`src/rtl/bounded_ordered_list_engine_core_assert.svh`:
```
// assertion macros for the ordered list engine
// no dependencies; empty bodies when SYNTHESIS is defined
`ifndef BOUNDED_ORDERED_LIST_ENGINE_CORE_ASSERT_SVH
`define BOUNDED_ORDERED_LIST_ENGINE_CORE_ASSERT_SVH
`ifndef SYNTHESIS
// property that must hold at every edge out of reset
`define BOL_ASSERT(lbl, clk, rst, prop, msg) \
  lbl: assert property (@(posedge clk) disable iff (rst) (prop)) else $error(msg);
// implication checked at the same edge
`define BOL_ASSERT_IMP(lbl, clk, rst, ante, cons, msg) \
  lbl: assert property (@(posedge clk) disable iff (rst) (ante) |-> (cons)) else $error(msg);
`else
`define BOL_ASSERT(lbl, clk, rst, prop, msg)
`define BOL_ASSERT_IMP(lbl, clk, rst, ante, cons, msg)
`endif
`endif

```
`src/rtl/bol_pkg.sv`:
```
// shared types and constants for the ordered list engine
// no dependencies
`default_nettype none
package bol_pkg;

  localparam int KEY_W = 32;
  localparam int REC_W = 32;
  localparam int POS_W = 7;
  localparam int CNT_W = 7;

  typedef enum logic [2:0] {
    CMD_PUSH_FRONT = 3'd0,
    CMD_PUSH_BACK  = 3'd1,
    CMD_SORTED_INS = 3'd2,
    CMD_POP_FRONT  = 3'd3,
    CMD_POP_BACK   = 3'd4,
    CMD_REMOVE_KEY = 3'd5,
    CMD_FETCH_POS  = 3'd6,
    CMD_FETCH_KEY  = 3'd7
  } cmd_t;

  typedef enum logic [1:0] {
    ST_IDLE,
    ST_CMP,
    ST_APPLY
  } st_t;

  typedef struct packed {
    cmd_t                    command;
    logic signed [KEY_W-1:0] key_in;
    logic [REC_W-1:0]        record_in;
    logic [POS_W-1:0]        position;
  } req_t;

  typedef struct packed {
    logic                    success;
    logic signed [KEY_W-1:0] key_out;
    logic [REC_W-1:0]        record_out;
    logic [CNT_W-1:0]        entry_count;
    logic                    is_empty;
  } rsp_t;

  typedef struct packed {
    logic load;
    logic from_prev;
    logic from_next;
  } cell_ctl_t;

endpackage
`default_nettype wire

```
`src/rtl/bol_scan.sv`:
```
// log-depth prefix scan over the cell match flags: first hit and cells after it
// depends on bol_pkg
`default_nettype none
module bol_scan
  import bol_pkg::*;
#(
  parameter int N = 64
) (
  input  wire logic [N-1:0] hit,
  output logic [N-1:0]      first,
  output logic [N-1:0]      after,
  output logic              any
);

  localparam int L = $clog2(N);

  logic [L:0][N-1:0] pre;

  assign pre[0] = hit;

  for (genvar l = 0; l < L; l++) begin : g_lvl
    for (genvar j = 0; j < N; j++) begin : g_bit
      if (j >= (1 << l)) begin : g_or
        assign pre[l+1][j] = pre[l][j] | pre[l][j-(1<<l)];
      end else begin : g_pass
        assign pre[l+1][j] = pre[l][j];
      end
    end
  end

  // after: some earlier cell already matched
  assign after = {pre[L][N-2:0], 1'b0};
  assign first = hit & ~after;
  assign any   = pre[L][N-1];

endmodule
`default_nettype wire
```
`config.mk`:
```
export PLATFORM = sky130hd
export DESIGN_NAME = bol_scan
export DESIGN_NICKNAME = d
export VERILOG_FILES = /design/src/rtl/bounded_ordered_list_engine_core_assert.svh /design/src/rtl/bol_pkg.sv /design/src/rtl/bol_scan.sv
export SDC_FILE = /design/constraint.sdc
export NUM_CORES = 1
export LEC_CHECK = 0
export BUFFER_PORTS_ARGS = -buffer_cell sky130_fd_sc_hd__buf_2
export CORE_AREA = 2 2 98 53
export DETAILED_ROUTE_END_ITERATION = 12
export DIE_AREA = 0 0 100 55
export GPL_TIMING_DRIVEN = 0
export MAX_ROUTING_LAYER = met4
export PLACE_DENSITY = 0.81
export SLEW_MARGIN = 20
export SYNTH_ARGS = -nofsm -noshare
export SYNTH_HDL_FRONTEND = slang
export SYNTH_SLANG_ARGS = --single-unit
export TNS_END_PERCENT = 1
```
`constraint.sdc`:
```
create_clock -name vclk -period 2.7
set_clock_uncertainty 0.05 [all_clocks]
set_input_delay 0.27 -clock vclk [all_inputs]
set_output_delay 0.27 -clock vclk [all_outputs]
set_load 0.005 [all_outputs]
```
Word-level counts from Yosys, hierarchy flattened
Index checks and enable logic that the tools add are counted.
- bitwise logic cells: 323
- operators with widths (cell ; number):
    $or A1 B1 Y1 ; 321
    $and A64 B64 Y64 ; 1
    $not A64 Y64 ; 1
- bits of input ports: 64
- word-level logic and storage cells: 323
- flip-flop bits (word level): 0

Longest topological paths before layout
- depth after elaboration: 8
- gate-level depth with buffers: 8
- gate-level depth less buffers: 6

Least setup slack after synthesis
OpenSTA, ideal clock, no wires.
- path type: input to output
- from: input hit[34]
- to: output first[54]
- data required time: 2380 ps
- data arrival time: 1860 ps
- setup slack: 520 ps
- buffers on the path: 1
- stages on the path: 5
- path through: or4_4 or3_1 buf_6 nor3_4 and4_1
- longest elaborated chain between the ends: 8
- RTL lines (what ; line ; RTL):
    start: declaration ; bol_scan.sv:9 ; input wire logic [N-1:0] hit,
    $or A1 B1 Y1 (6 in a row) ; bol_scan.sv:24 ; assign pre[l+1][j] = pre[l][j] | pre[l][j-(1<<l)];
    $not A64 Y64 ; bol_scan.sv:33 ; assign first = hit & ~after;
    $and A64 B64 Y64 ; bol_scan.sv:33 ;
    end: declaration ; bol_scan.sv:10 ; output logic [N-1:0] first,
No other way between the ends.

Worst setup path after layout
Same ends and word-level chain as after synthesis.

==> impl_metrics.env <==
export IMPL_outcome="finished clean"
export IMPL_yosysUniqueCellTypes=33
export IMPL_initial_core_util=0.311
export IMPL_synth_fa_ha_area_frac=0
export IMPL_ys_warn_count=0
export IMPL_dp_hpwl_mm=6.63
export IMPL_power_switching_share=0.596
export IMPL_drive_gt1_frac=0.519
export IMPL_slowest_stage="or4_4"
export IMPL_syn_avg_cell_area_um2=5.91
export IMPL_stdcell_count=501
export IMPL_worstPathRequired_ns=2.38
export IMPL_syn_num_nets=311
export IMPL_finalCriticalPeriod_ns=2.62
export IMPL_yosys_area_share_xor_xnor=0
export IMPL_drv_slew=0
export IMPL_setup_ws_ns=0.0816
export IMPL_critPathCaptureType="primary output"
export IMPL_rsz0062_at_grt="false"
export IMPL_nets=507
export IMPL_synth_top_family_by_area="simple AND/OR/NAND/NOR gates"
export IMPL_critPathMostFrequentCell="buf_2"
export IMPL_num_rows=18
export IMPL_clock_buffers=0
export IMPL_grt_max_degree=11
export IMPL_crit_path_max_fanout=9
export IMPL_p_clk_frac=0
export IMPL_synth_top_area_frac=0.0986
export IMPL_synth_compound_area_frac=0
export IMPL_fill_cells=476
export IMPL_area_growth_pct=76.2
export IMPL_max_freq_mhz=382
export IMPL_critPathArrivalTime_ns=2.30
export IMPL_place_inst=499
export IMPL_slowest_delay_ns=0.57
export IMPL_yosysMostFrequentCell="nor2_1"
export IMPL_finalSetupViolCount=0
export IMPL_die_y_um=55
export IMPL_first_pass_iters=5
export IMPL_seq_cell_count=0
export IMPL_portBuffers=192
export IMPL_grt_pass1_wl_mm=10.8
export IMPL_synth_largest_area_cell="and3_1"
export IMPL_slew_headroom=0.516
export IMPL_drt_initial_drc_count=271
export IMPL_fin_area_mm2=0.00257
export IMPL_synth_seq_area_share=0
export IMPL_p_seq_frac=0
export IMPL_ir_drop_uv=44.6
export IMPL_hold_viol=0
export IMPL_critPathKind="input pin to primary output"
export IMPL_pre_cts_ws_ns=-0.244
export IMPL_setup_tns_ns=0
export IMPL_setup_worst_path_start_class="input pin"
export IMPL_grt_overflow_total=0
export IMPL_ctsHoldBuffers=0
export IMPL_ant_nets=0
export IMPL_syn_cell_area_mm2=0.00146
export IMPL_die_w_um=100
export IMPL_netlist_instances=247
export IMPL_p_int_mw=0.0608
export IMPL_muxShareOfSynthArea=0
export IMPL_core_mm2=0.00468
export IMPL_max_cap_viol_count=0
export IMPL_seq_area_um2=0
export IMPL_routed_wl_mm=8.02
export IMPL_ys_top_cells_by_count="nor2_1, nand2_1, nand3_1"
export IMPL_antennaDiodeCount=0
export IMPL_track_usage=0.254
export IMPL_synth_area_top_cells="and3_1, nand3_1, nor2_1, nand2_1, nor4_1"
export IMPL_post_dp_cell_area_mm2=0.00249
export IMPL_finalWeightedCongestion=0.989
export IMPL_viasPerCell=5.52
export IMPL_power_density_mw_per_mm2=58.6
export IMPL_wl_per_cell_um=16.0
export IMPL_dieArea_mm2=0.00550
export IMPL_pwr_share_comb=1.000
export IMPL_tightest_slew_ns=0.719
export IMPL_timing_final_crit_share=0.970
export IMPL_drc=0
export IMPL_p_leak_nw=1.23
export IMPL_crit_chain="buf_2, or4_4, or3_1, buf_6, nor3_4, and4_1, buf_2"
export IMPL_vias=2764
export IMPL_antenna_found_initial=0
export IMPL_grt_pass1_vias=2139
export IMPL_io_pins=193
export IMPL_hold_class="input pin to primary output"
export IMPL_switchingPower_mw=0.0897
export IMPL_holdWs_ns=0.772
export IMPL_synthSimpleGateAreaFrac=0.915
export IMPL_multi_input_area_mm2=0.00138
cell families (layout without fill, tap and decap cells):
family / after synthesis / after routing
buffers and inverters: 25 / 219
other: 1 / 1
AND/OR/NAND/NOR: 221 / 221
per-layer routing:
| layer | GRT usage | up-vias | wire length, um |
|---|---|---|---|
| li1 | - | 1312 | - |
| met3 | 0.0201 | 6 | 689 |
| met2 | 0.365 | 155 | 3470 |
| met4 | 0.0274 | 0 | 53 |
| met1 | 0.394 | 1291 | 3810 |
| met5 | - | - | 0 |
power by group through the flow:
stage / sequential, mW / clock [mW] / combinational [mW]
3_3_place_gp: 0 / 0 / 0.137
3_5_place_dp: 0 / 0 / 0.140
4_1_cts: 0 / 0 / 0.141
6_report: 0 / 0 / 0.151
5_1_grt: 0 / 0 / 0.164
2_1_floorplan: 0 / 0 / 0.0455
critical path: cells and delay by family:
kind	cells	cell delay, ns
AND/OR/NAND/NOR	4	1.63
buffers and inverters	3	0.39
cell type report:
cell class / instances / share of cell area
Tap cell: 60 / 0.0292
Timing Repair Buffer: 194 / 0.385
Buffer: 11 / 0.0282
Multi-Input combinational cell: 222 / 0.537
Inverter: 14 / 0.0204
what timing repair did:
action                     CTS  global route
resized for setup            3             8
setup endpoints to repair   57            34
pin swaps                    1             0
gates cloned                 0             0
setup buffers                2             0
layout by cell type, fill, tap and decap left out, types with 11 or more instances in the layout:
cell     count
nor3_1      17
nor2_1      31
or3_1       11
inv_1       11
nor4_1      13
buf_2      192
nand2_1     28
and3_1      23
nand3_1     28
final timing paths:
path,startpoint,to,cells after the start
worst max-delay path,hit[34],first[54],7
worst min-delay path,hit[29],first[30],3
through the flow:
step | power, mW | util
final | 0.151 | 0.549
after global routing | 0.164 | 0.549
after CTS | 0.141 | 0.539
after detailed placement | 0.140 | 0.533
after global placement | 0.137 | 0.533
after floorplan | 0.0455 | -
Power figures use the tool's default switching activity.
