**src/rtl/bounded_ordered_list_engine_core_assert.svh**
```systemverilog
// assertion macros for the ordered list engine
// no dependencies; empty bodies when SYNTHESIS is defined
`ifndef BOUNDED_ORDERED_LIST_ENGINE_CORE_ASSERT_SVH
`define BOUNDED_ORDERED_LIST_ENGINE_CORE_ASSERT_SVH
`ifndef SYNTHESIS
// property that must hold at every edge out of reset
`define BOL_ASSERT(lbl, clk, rst, prop, msg) \
  lbl: assert property (@(posedge clk) disable iff (rst) (prop)) else $error(msg);
// implication checked at the same edge
`define BOL_ASSERT_IMP(lbl, clk, rst, ante, cons, msg) \
  lbl: assert property (@(posedge clk) disable iff (rst) (ante) |-> (cons)) else $error(msg);
`else
`define BOL_ASSERT(lbl, clk, rst, prop, msg)
`define BOL_ASSERT_IMP(lbl, clk, rst, ante, cons, msg)
`endif
`endif

```
**src/rtl/bol_pkg.sv**
```systemverilog
// shared types and constants for the ordered list engine
// no dependencies
`default_nettype none
package bol_pkg;

  localparam int KEY_W = 32;
  localparam int REC_W = 32;
  localparam int POS_W = 7;
  localparam int CNT_W = 7;

  typedef enum logic [2:0] {
    CMD_PUSH_FRONT = 3'd0,
    CMD_PUSH_BACK  = 3'd1,
    CMD_SORTED_INS = 3'd2,
    CMD_POP_FRONT  = 3'd3,
    CMD_POP_BACK   = 3'd4,
    CMD_REMOVE_KEY = 3'd5,
    CMD_FETCH_POS  = 3'd6,
    CMD_FETCH_KEY  = 3'd7
  } cmd_t;

  typedef enum logic [1:0] {
    ST_IDLE,
    ST_CMP,
    ST_APPLY
  } st_t;

  typedef struct packed {
    cmd_t                    command;
    logic signed [KEY_W-1:0] key_in;
    logic [REC_W-1:0]        record_in;
    logic [POS_W-1:0]        position;
  } req_t;

  typedef struct packed {
    logic                    success;
    logic signed [KEY_W-1:0] key_out;
    logic [REC_W-1:0]        record_out;
    logic [CNT_W-1:0]        entry_count;
    logic                    is_empty;
  } rsp_t;

  typedef struct packed {
    logic load;
    logic from_prev;
    logic from_next;
  } cell_ctl_t;

endpackage
`default_nettype wire

```
**src/rtl/bol_cell.sv**
```systemverilog
// one list slot: key and record registers, match flag, neighbour shifting
// depends on bol_pkg
`default_nettype none
module bol_cell
  import bol_pkg::*;
#(
  parameter int RW = 32
) (
  input  wire logic                    clk,
  input  wire logic                    cmp_en,
  input  wire cmd_t                    cmd,
  input  wire logic signed [KEY_W-1:0] cmp_key,
  input  wire logic                    head,
  input  wire logic                    occupied,
  input  wire logic                    pos_match,
  input  wire cell_ctl_t               ctl,
  input  wire logic [RW-1:0]           new_rec,
  input  wire logic signed [KEY_W-1:0] prev_key,
  input  wire logic [RW-1:0]           prev_rec,
  input  wire logic signed [KEY_W-1:0] next_key,
  input  wire logic [RW-1:0]           next_rec,
  output logic signed [KEY_W-1:0]      key,
  output logic [RW-1:0]                rec,
  output logic                         hit
);

  logic hit_next;

  always_comb begin
    unique case (cmd) inside
      CMD_PUSH_FRONT:                hit_next = head;
      CMD_PUSH_BACK, CMD_POP_BACK:   hit_next = 1'b0;
      CMD_SORTED_INS:                hit_next = occupied && !(key < cmp_key);
      CMD_POP_FRONT:                 hit_next = head && occupied;
      CMD_REMOVE_KEY, CMD_FETCH_KEY: hit_next = occupied && (key == cmp_key);
      CMD_FETCH_POS:                 hit_next = occupied && pos_match;
      default:                       hit_next = 1'b0;
    endcase
  end

  always_ff @(posedge clk) begin
    if (cmp_en) begin
      hit <= hit_next;
    end
    if (ctl.load) begin
      key <= cmp_key;
      rec <= new_rec;
    end else if (ctl.from_prev) begin
      key <= prev_key;
      rec <= prev_rec;
    end else if (ctl.from_next) begin
      key <= next_key;
      rec <= next_rec;
    end
  end

endmodule
`default_nettype wire

```
**config.mk**
```make
export PLATFORM = sky130hd
export DESIGN_NAME = bol_cell
export DESIGN_NICKNAME = d
export VERILOG_FILES = /design/src/rtl/bounded_ordered_list_engine_core_assert.svh /design/src/rtl/bol_pkg.sv /design/src/rtl/bol_cell.sv
export SDC_FILE = /design/constraint.sdc
export NUM_CORES = 1
export LEC_CHECK = 0
export BUFFER_PORTS_ARGS = -buffer_cell sky130_fd_sc_hd__buf_2
export CAP_MARGIN = 20
export CORE_MARGIN = 2
export CORE_UTILIZATION = 30
export DETAILED_ROUTE_END_ITERATION = 10
export SLEW_MARGIN = 20
export SYNTH_ARGS = -nofsm -noshare
export SYNTH_HDL_FRONTEND = slang
export SYNTH_SLANG_ARGS = --single-unit
export TNS_END_PERCENT = 50
```
**constraint.sdc**
```tcl
create_clock -name clk -period 6.05 [get_ports clk]
set_input_delay 0.3025 -clock clk [delete_from_list [all_inputs] [get_ports clk]]
set_output_delay 0.3025 -clock clk [all_outputs]
set_load 0.01 [all_outputs]
```
* Word level (Yosys, flattened, before mapping)
Index checks and enable logic that the tools add are counted.
Operators by class: magnitude comparators 1, equal/unequal tests 6, mux-type cells 7, reduce and logical (&&, ||, !) cells 8
Operator list (number):
- $mux 32 | 6
- $eq 32x32->1 | 1
- $lt 32x32->1 | 1
- $eq 3x3->1 const B | 3
- $eq 3x2->1 const B | 2
- $pmux 1 s5 | 1
- $logic_and 1x1->1 | 4
- $logic_not 3->1 | 1
- $reduce_bool 3->1 | 1
- $reduce_or 2->1 | 1
- $logic_not 1->1 | 1
Storage, ports and cells: bits in registers 65, input bits 203, output and inout bits 65

* Logic depth before layout (Yosys ltp)
Gate-level depths: netlist of run 1.
depth after elaboration 4, mapped depth 7, depth with buffers taken out 7

* Worst setup path before layout of run 1
Ideal clock, no wire load.
path type input to register, from input port ctl[2] (netlist bit), to register key[0], enable pin, arrival 1.971 ns, required time 5.625 ns, setup slack 3.654 ns, stages on the path 2, buffers on the path 1, cells stage by stage clkbuf_1 or3_1
On the way: longest elaborated chain between the ends 1
RTL lines:
- start, declared | RTL line bol_cell.sv:16 | input wire cell_ctl_t ctl,
- $reduce_bool 3->1 (no source line)
- end signal, assigned | RTL line bol_cell.sv:46 | key <= cmp_key;
- end signal, assigned | RTL line bol_cell.sv:49 | key <= prev_key;
- end signal, assigned | RTL line bol_cell.sv:52 | key <= next_key;
- end, declared | RTL line bol_cell.sv:22 | output logic signed [KEY_W-1:0] key,
No other way between the ends. A chain may end at the register's enable or synchronous reset.

* Worst setup path after layout of run 1
from register key[23], to register hit, data pin
On the way: longest elaborated chain between the ends 4, elaborated cells between the ends (all ways) 6, those cells by class order compare (1); eq/ne (1); mux (1); reduce/logical (3)
RTL lines:
- $lt 32x32->1 | RTL line bol_cell.sv:33 | CMD_SORTED_INS: hit_next = occupied && !(key < cmp_key);
- $logic_not 1->1 | RTL line bol_cell.sv:33
- $logic_and 1x1->1 | RTL line bol_cell.sv:33
- $pmux 1 s5 * | RTL line bol_cell.sv:30 | unique case (cmd) inside
- via hit_next | RTL line bol_cell.sv:27 | logic hit_next;
- end signal, assigned | RTL line bol_cell.sv:43 | hit <= hit_next;
- end, declared | RTL line bol_cell.sv:24 | output logic hit
The timed path passes the listed nets; every way through them passes the cells marked *.

==> results of run 1 <==
report_power, final:
part	leakage, nW	switching [mW]	internal [mW]
combinational	2.22	0.163	0.146
clock	0.136	0.178	0.314
sequential	0.687	0.0203	0.557
total	3.04	0.361	1.02
worst max-delay path, stage by stage, from the launching register on:
cell,delay [ns]
edfxtp_1,0.38
ha_1,0.33
nand4_1,0.12
or4_4,0.56
nor3_2,0.18
o41ai_1,0.13
a211oi_2,0.18
area by class of cell:
| type | count | area [µm²] |
|---|---|---|
| well taps | 176 | 220 |
| multi-input cells | 283 | 1980 |
| clock inverters | 5 | 46.3 |
| flip-flops and latches | 65 | 1950 |
| fillers | 1315 | 7420 |
| clock buffers | 11 | 233 |
| repair buffers | 270 | 1360 |
| inverters | 34 | 128 |
final timing paths:
path	start	end	slack, ns	depth (start not counted)
min	cmp_en	hit	0.17	1
max	key[23]	hit	4.01	6
max reg2reg	key[23]	hit	4.01	6
min reg2reg	key[15]	hit	0.99	4
per-stage QoR:
| step | setup WS [ns] | utilization [%] | hold WS, ns | area, µm² |
|---|---|---|---|---|
| after floorplan | 3.65 | - | 0.415 | 4150 |
| after global placement | 3.73 | 42.3 | 0.507 | 5650 |
| after detailed placement | 3.66 | 42.3 | 0.503 | 5650 |
| after CTS | 3.97 | 44.4 | 0.152 | 5920 |
| after global routing | 3.88 | 44.4 | 0.157 | 5920 |
| final | 4.01 | 44.4 | 0.171 | 5920 |
cell usage in the layout, fill, tap and decap left out, types with 2 or more instances in the layout:
cell type	Yosys	layout
buf_2	6	265
nand2_1	70	70
o21ai_0	66	66
edfxtp_1	65	65
mux2i_1	64	64
inv_1	34	34
ha_1	32	32
a21oi_1	13	13
clkbuf_16	0	9
nand4_1	6	6
buf_4	0	5
nand3_1	4	4
clkinv_1	0	3
a211oi_1	2	2
o21a_1	2	2
o211a_1	2	2
nor3_1	2	2
clkbuf_1	15	2
flip-flops by register name, indices dropped and copies added, names as in the netlist:
signal	flops
key	32
rec	32
hit	1
cell families (layout without fill, tap and decap cells):
logic type,after synthesis,in the layout
AOI/OAI and AO/OA,95,95
adders and majority gates,32,32
buffers and inverters,55,320
DFF,65,65
muxes,64,64
and+or+nand+nor,92,92
routing by layer:
| layer | GRT usage, % | wire length (µm) |
|---|---|---|
| met2 | 28.0 | 5800 |
| met1 | 16.3 | 4480 |
| met5 | 0 | 0 |
| met4 | 7.69 | 280 |
| met3 | 3.84 | 908 |
==> results.md, run 1 <==
* Simple logic cell fraction of the synthesized area at around a tenth
* Final count of hold timing violations at 0
* Post-synthesis adder-cell area fraction at 9.66%
* Vias in the first global route at 3929
* Seq/Total Area, Yosys at 47.1%
* Finished Layout Cells at 844
* Fin. max-slew vios at 0
* Synth unique cells at 35
* RSZ-0062 raised after global routing: false
* Top-count cell post-synth: nand2_1
* FP Rows at between 40 and 50
* Core ar. at 13300 µm²
* Drt drc at 0
* Synth Cell Area at 4150 µm²
* Share of the synthesized area in the top cell type at a little under half
* Worst Tran Pin Value at 1.03 ns
* Final Skew at 0.00226 ns
* Leak at 3.04 nW
* DP HPWL at 9340 µm
* Compound-gate portion of the synthesized area at 12.9%
* # hold bufs at CTS at 0
* Setup bufs post-CTS at 0
* Power per Cell Area at 233 nW/µm²
* Wire per inst at 13.6 µm
* Final period util at 33.7%
* Maximum clock path buffer count at 2
* CTS sink count at 65
* Number of diodes at 0
* Vias at 3894
* Root buffer cell: clkbuf_16
* Main synth FF type: edfxtp_1
* Cell total after placement at 828
* Final TNS setup at 0 ns
* Hold Path Class: in -> reg
* Largest net degree at the start of global routing at 129
* H-Tree Depth at 3
* Yosys warning total at 0
* Die ar. at 14800 µm²
* Status: finished clean
* Critical path arrival at 2.21 ns
* Final Power at 1.38 mW
* First-pass GRT wire length at 17500 µm
* Main combinational cell family by area after synthesis: multiplexers
* Slew headroom at 31.1%
* Wirelength, routed at 11500 µm
* Placer congestion estimate at roughly 0.77
* Max Cap Viol at 0
* Area contributors post-synth: edfxtp_1 (47%), mux2i_1 (15%), ha_1 (9.7%)
* Worst Setup End Kind: register
* Share of cells above drive strength 1 at 43.1%
* Initial Utilization at 31.1%
* Top Ports at 268
* Avg Vias per Cell at 4.61
* FFs w/ async S/R, synth at 0%
* Peak VDD IR at 0.000132 V
* Synth Instances at 403
* Syn Nets at 638
* Crit path time final at 2.04 ns
* Area Growth Syn to Fin at 42.9%
* Grt total ovfl at 0
* Critical path class: reg -> reg
* Post-synth EDFFs at 65
* CTS tree: yes
* Die extent in x at 122 µm
* Mapped Avg Cell Area at 10.3 µm²
* Data required time at the worst endpoint at between 6 and 7 ns
* GRT Total Usage at 15.3%
* Die Y at 122 µm
* Count of buffers from port buffering at 267
* Initial antenna violation count at 0
* Final setup fails at 0
* Post-synthesis xor/xnor area fraction at 0%
* Max Clk Rate at 0.490 GHz
* Clk_lat worst skew at around 0.33 ns
* Inserted Clock Buffers at 9
* Most frequent cells after synthesis: nand2_1 (70), o21ai_0 (66), edfxtp_1 (65), mux2i_1 (64), inv_1 (34)
* Number of gates resized after cts at 0
* Clock-pin slew on the worst setup and hold paths at roughly 0.050 ns
* Post-synthesis mux area share at between 15 and 20%
* Initial DRC count at 140
* Crit start category: register
* Fin nets at 898
* Yosys reg bits at between 60 and 70
* CP max FO at 3
* Synth area leader: edfxtp_1
* First-pass iteration count of the detailed router at 6
* Detail Route Antenna Nets at 0
No activity file was read; power rests on OpenSTA's default activity.
==> run 2: changes to the inputs <==
- ABC_AREA: not set -> 1
- clock period: 6.05 -> 1.88 ns (I/O delays scaled with it)
==> run 2 against run 1 <==
  * Final area rose by 5.0%
  * Total power grew to 3.5 times the previous value
  * Utilization increased by 2.4 points
  * Clock skew grew 0.0012 ns
  * Die area is 0.76% lower
  * Final cell count increased by 10%
  * Via count rose by 13%
  * Routed wire length up 19%
  * Sequential power increased to 3.2 times the previous value
  * Non-clock buffer count up 13
  * Critical path type unchanged
  * Largest cell class unchanged
  * Largest power group unchanged
  * Highest routed layer is now met5
==> results.md, run 2 <==
* Clock-pin slew on the worst setup and hold paths at 0.06 ns
* Die extent in x at roughly 120 µm
* Data required time at the worst endpoint at 1.97 ns
* Largest net degree at the start of global routing at 49
* Max Cap Viol at 0
* Leak at 3.07 nW
* Vias at ~4400
* Yosys warning total at 0
* Fin. max-slew vios at 0
* First-pass GRT wire length at 20500 µm
* Synth Cell Area at 4110 µm²
* Worst R2R Path Depth at 13
* Drt drc at 0
* DP HPWL at about 10000 µm
* Detail Route Antenna Nets at 0
* Fin nets at 982
* Most common cell on crit path: nand2_1
* Worst Tran Pin Value at 0.509 ns
* Crit path buf inv count at 1
* Power per Cell Area at about 780 nW/µm²
* Placer congestion estimate at between 0.8 and 0.9
* Worst Setup EP: hit
* Worst Setup End Kind: register
* Share of cells above drive strength 1 at between 40% and 50%
* Dpl cell area at 5670 µm²
* Crit-path leading delay family: simple AND/OR/NAND/NOR gates
* Clk_lat worst skew at 0.33 ns
* Final period util at a little over nine tenths
* Critical path startpoint: key[19]
* Most frequent cells after synthesis: a21oi_1 (112), nand2_1 (109), edfxtp_1 (65), nor2_1 (43), inv_1 (41)
* Critical path class: reg -> reg
* First-pass iteration count of the detailed router at 7
* Final core utilization at 46.8%
* Synth Instances at 480
* Most frequent cells in the layout: buf_2 (266), a21oi_1 (107), nand2_1 (104)
* Initial DRC count at 181
* Post-synth EDFFs at 65
* Reg-to-reg setup timing slack at around 0.095 ns
* Crit start category: register
* Number of diodes at 0
* Fill cells at 1336
* Wire per inst at 14.7 µm
* Critical path arrival at 1.88 ns
* Final Power at 4.83 mW
* Biggest regs: key x32, rec x32, hit x1
* CTS tree: yes
* Share of the synthesized area in the top cell type at a little under half
* Final Skew at between 0.003 and 0.004 ns
* CP max FO at 2
* Initial antenna violation count at 1
* H-Tree Depth at 3
* Area Growth Syn to Fin at 51.2%
* Die Y at 121 µm
* Slew headroom at 66.1%
* Synth area leader: edfxtp_1
* Wirelength, routed at 13600 µm
* Mapped Avg Cell Area at around 8.6 µm²
* Finished Layout Cells at 928
* Top-count cell post-synth: a21oi_1
* Most common cell after layout, fill and taps aside: buf_2
* Reg2reg end: hit
* RR Startpoint: key[19]
* Initial Utilization at a little under a third
* Grt total ovfl at 0
* Crit. path cell count at 13
* Top Ports at between 200 and 300
* Status: finished clean
* Main synth FF type: edfxtp_1
* Hold Path Class: in -> reg
* Avg Vias per Cell at 4.76
* Synth unique cells at 23
* RSZ-0062 raised after global routing: true
* CP Cell Sequence: ha_4 > nand2_2 > inv_2 > nand2_1 > nand2_1 > nand2_1 > nand2_2 > a21oi_4 > nand2_1 > nand2_1 > nand3_2 > nand2_1 > nand2_1
* Final count of hold timing violations at 0
* Peak VDD IR at 0.000297 V
* Inserted Clock Buffers at 9
* FP Rows at 42
* Core ar. at 13300 µm²
* Slowest cell on crit path: edfxtp_1
* FFs w/ async S/R, synth at 0%
* Cell total after placement at between 900 and 1000
* Die ar. at about 15000 µm²
* Seq/Total Area, Yosys at 47.4%
* Syn Nets at 715
* CP peak stage delay at about 0.43 ns
* Yosys reg bits at 65
* Maximum clock path buffer count at 2
* Count of buffers from port buffering at 267
* Post-route cell area at roughly 6200 µm²
* CTS sink count at 65
* Area contributors post-synth: edfxtp_1 (47%), a21oi_1 (14%), nand2_1 (9.9%)
* Crit path time final at 1.79 ns
* Root buffer cell: clkbuf_16
* Vias in the first global route at 4300
* GRT Total Usage at around 18%
* Final setup fails at 0
* Max Clk Rate at 0.560 GHz
==> run 2: changes by cell type after synthesis, sizes merged, moves of 2 or more <==
cell	before	now
a21oi	13	113
nand2	70	110
inv	34	44
nand4	6	2
mux2i	64	0
o21ai	66	2
a22oi	0	31
o211a	2	0
a211oi	3	0
nor2	1	45
buf	6	13
==> run 2: stage by stage <==
stage / setup slack, ns / hold slack, ns / TNS (ns)
final: 0.0945 / 0.0864 / 0
after global routing: -0.0301 / 0.0811 / -0.0301
after CTS: 0.0459 / 0.0680 / 0
after detailed placement: 0.0574 / 0.314 / 0
after global placement: 0.0530 / 0.315 / 0
after floorplan: 0.0960 / 0.206 / 0
==> run 2: cell type report <==
type                            count  area [µm²]  area share [%]
Multi-Input combinational cell    343        2090            33.6
Sequential cell                    65        1950            31.4
Timing Repair Buffer              283        1490            23.9
Clock buffer                       13         240            3.86
Tap cell                          176         220            3.54
Inverter                           45         169            2.72
Clock inverter                      3        65.1            1.05
==> run 2: worst register-to-register path, delay by kind of cell (launching register included) <==
family | cells | cell delay (ns)
and+or+nand+nor | 10 | 0.64
DFF | 1 | 0.43
adders and majority gates | 1 | 0.28
AOI/OAI and AO/OA | 1 | 0.17
buffers and inverters | 1 | 0.04
==> run 2: cell families (layout without fill, tap and decap cells) <==
group / count (synthesis) / after routing / synth area share, %
AOI/OAI and AO/OA: 148 / 148 / 20.1
adders and majority gates: 32 / 32 / 9.73
buffers and inverters: 72 / 344 / 6.96
DFF: 65 / 65 / 47.4
and+or+nand+nor: 163 / 163 / 15.8
==> run 2: how the worst min path moves through the flow <==
stage	startpoint	end	slack, ns	depth (start not counted)
final	new_rec[29]	rec[29]	0.09	3
after global routing	new_rec[29]	rec[29]	0.08	3
after CTS	new_rec[13]	rec[13]	0.07	3
after detailed placement	cmp_en	hit	0.31	1
after global placement	cmp_en	hit	0.31	1
after floorplan	cmp_en	hit	0.21	0
==> run 2: timing repair <==
item | CTS | global route
buffers inserted | 0 | 3
hold endpoints to repair | 1 | 0
hold buffers | 1 | 0
resized for setup | 0 | 28
setup endpoints to repair | 0 | 1
==> run 2: power by group <==
group	leakage [nW]	switching [mW]	internal (mW)
combinational	2.25	0.632	0.543
sequential	0.668	0.0783	1.79
clock	0.148	0.619	1.16
==> run 2: routing by layer <==
metal  part of all wire (%)  track usage, %  routed length (µm)
met2                     50            32.0                6830
met4                    1.9            7.27                 260
met5                  0.096               0                  13
met1                     40            20.1                5410
met3                    8.0            5.26                1100
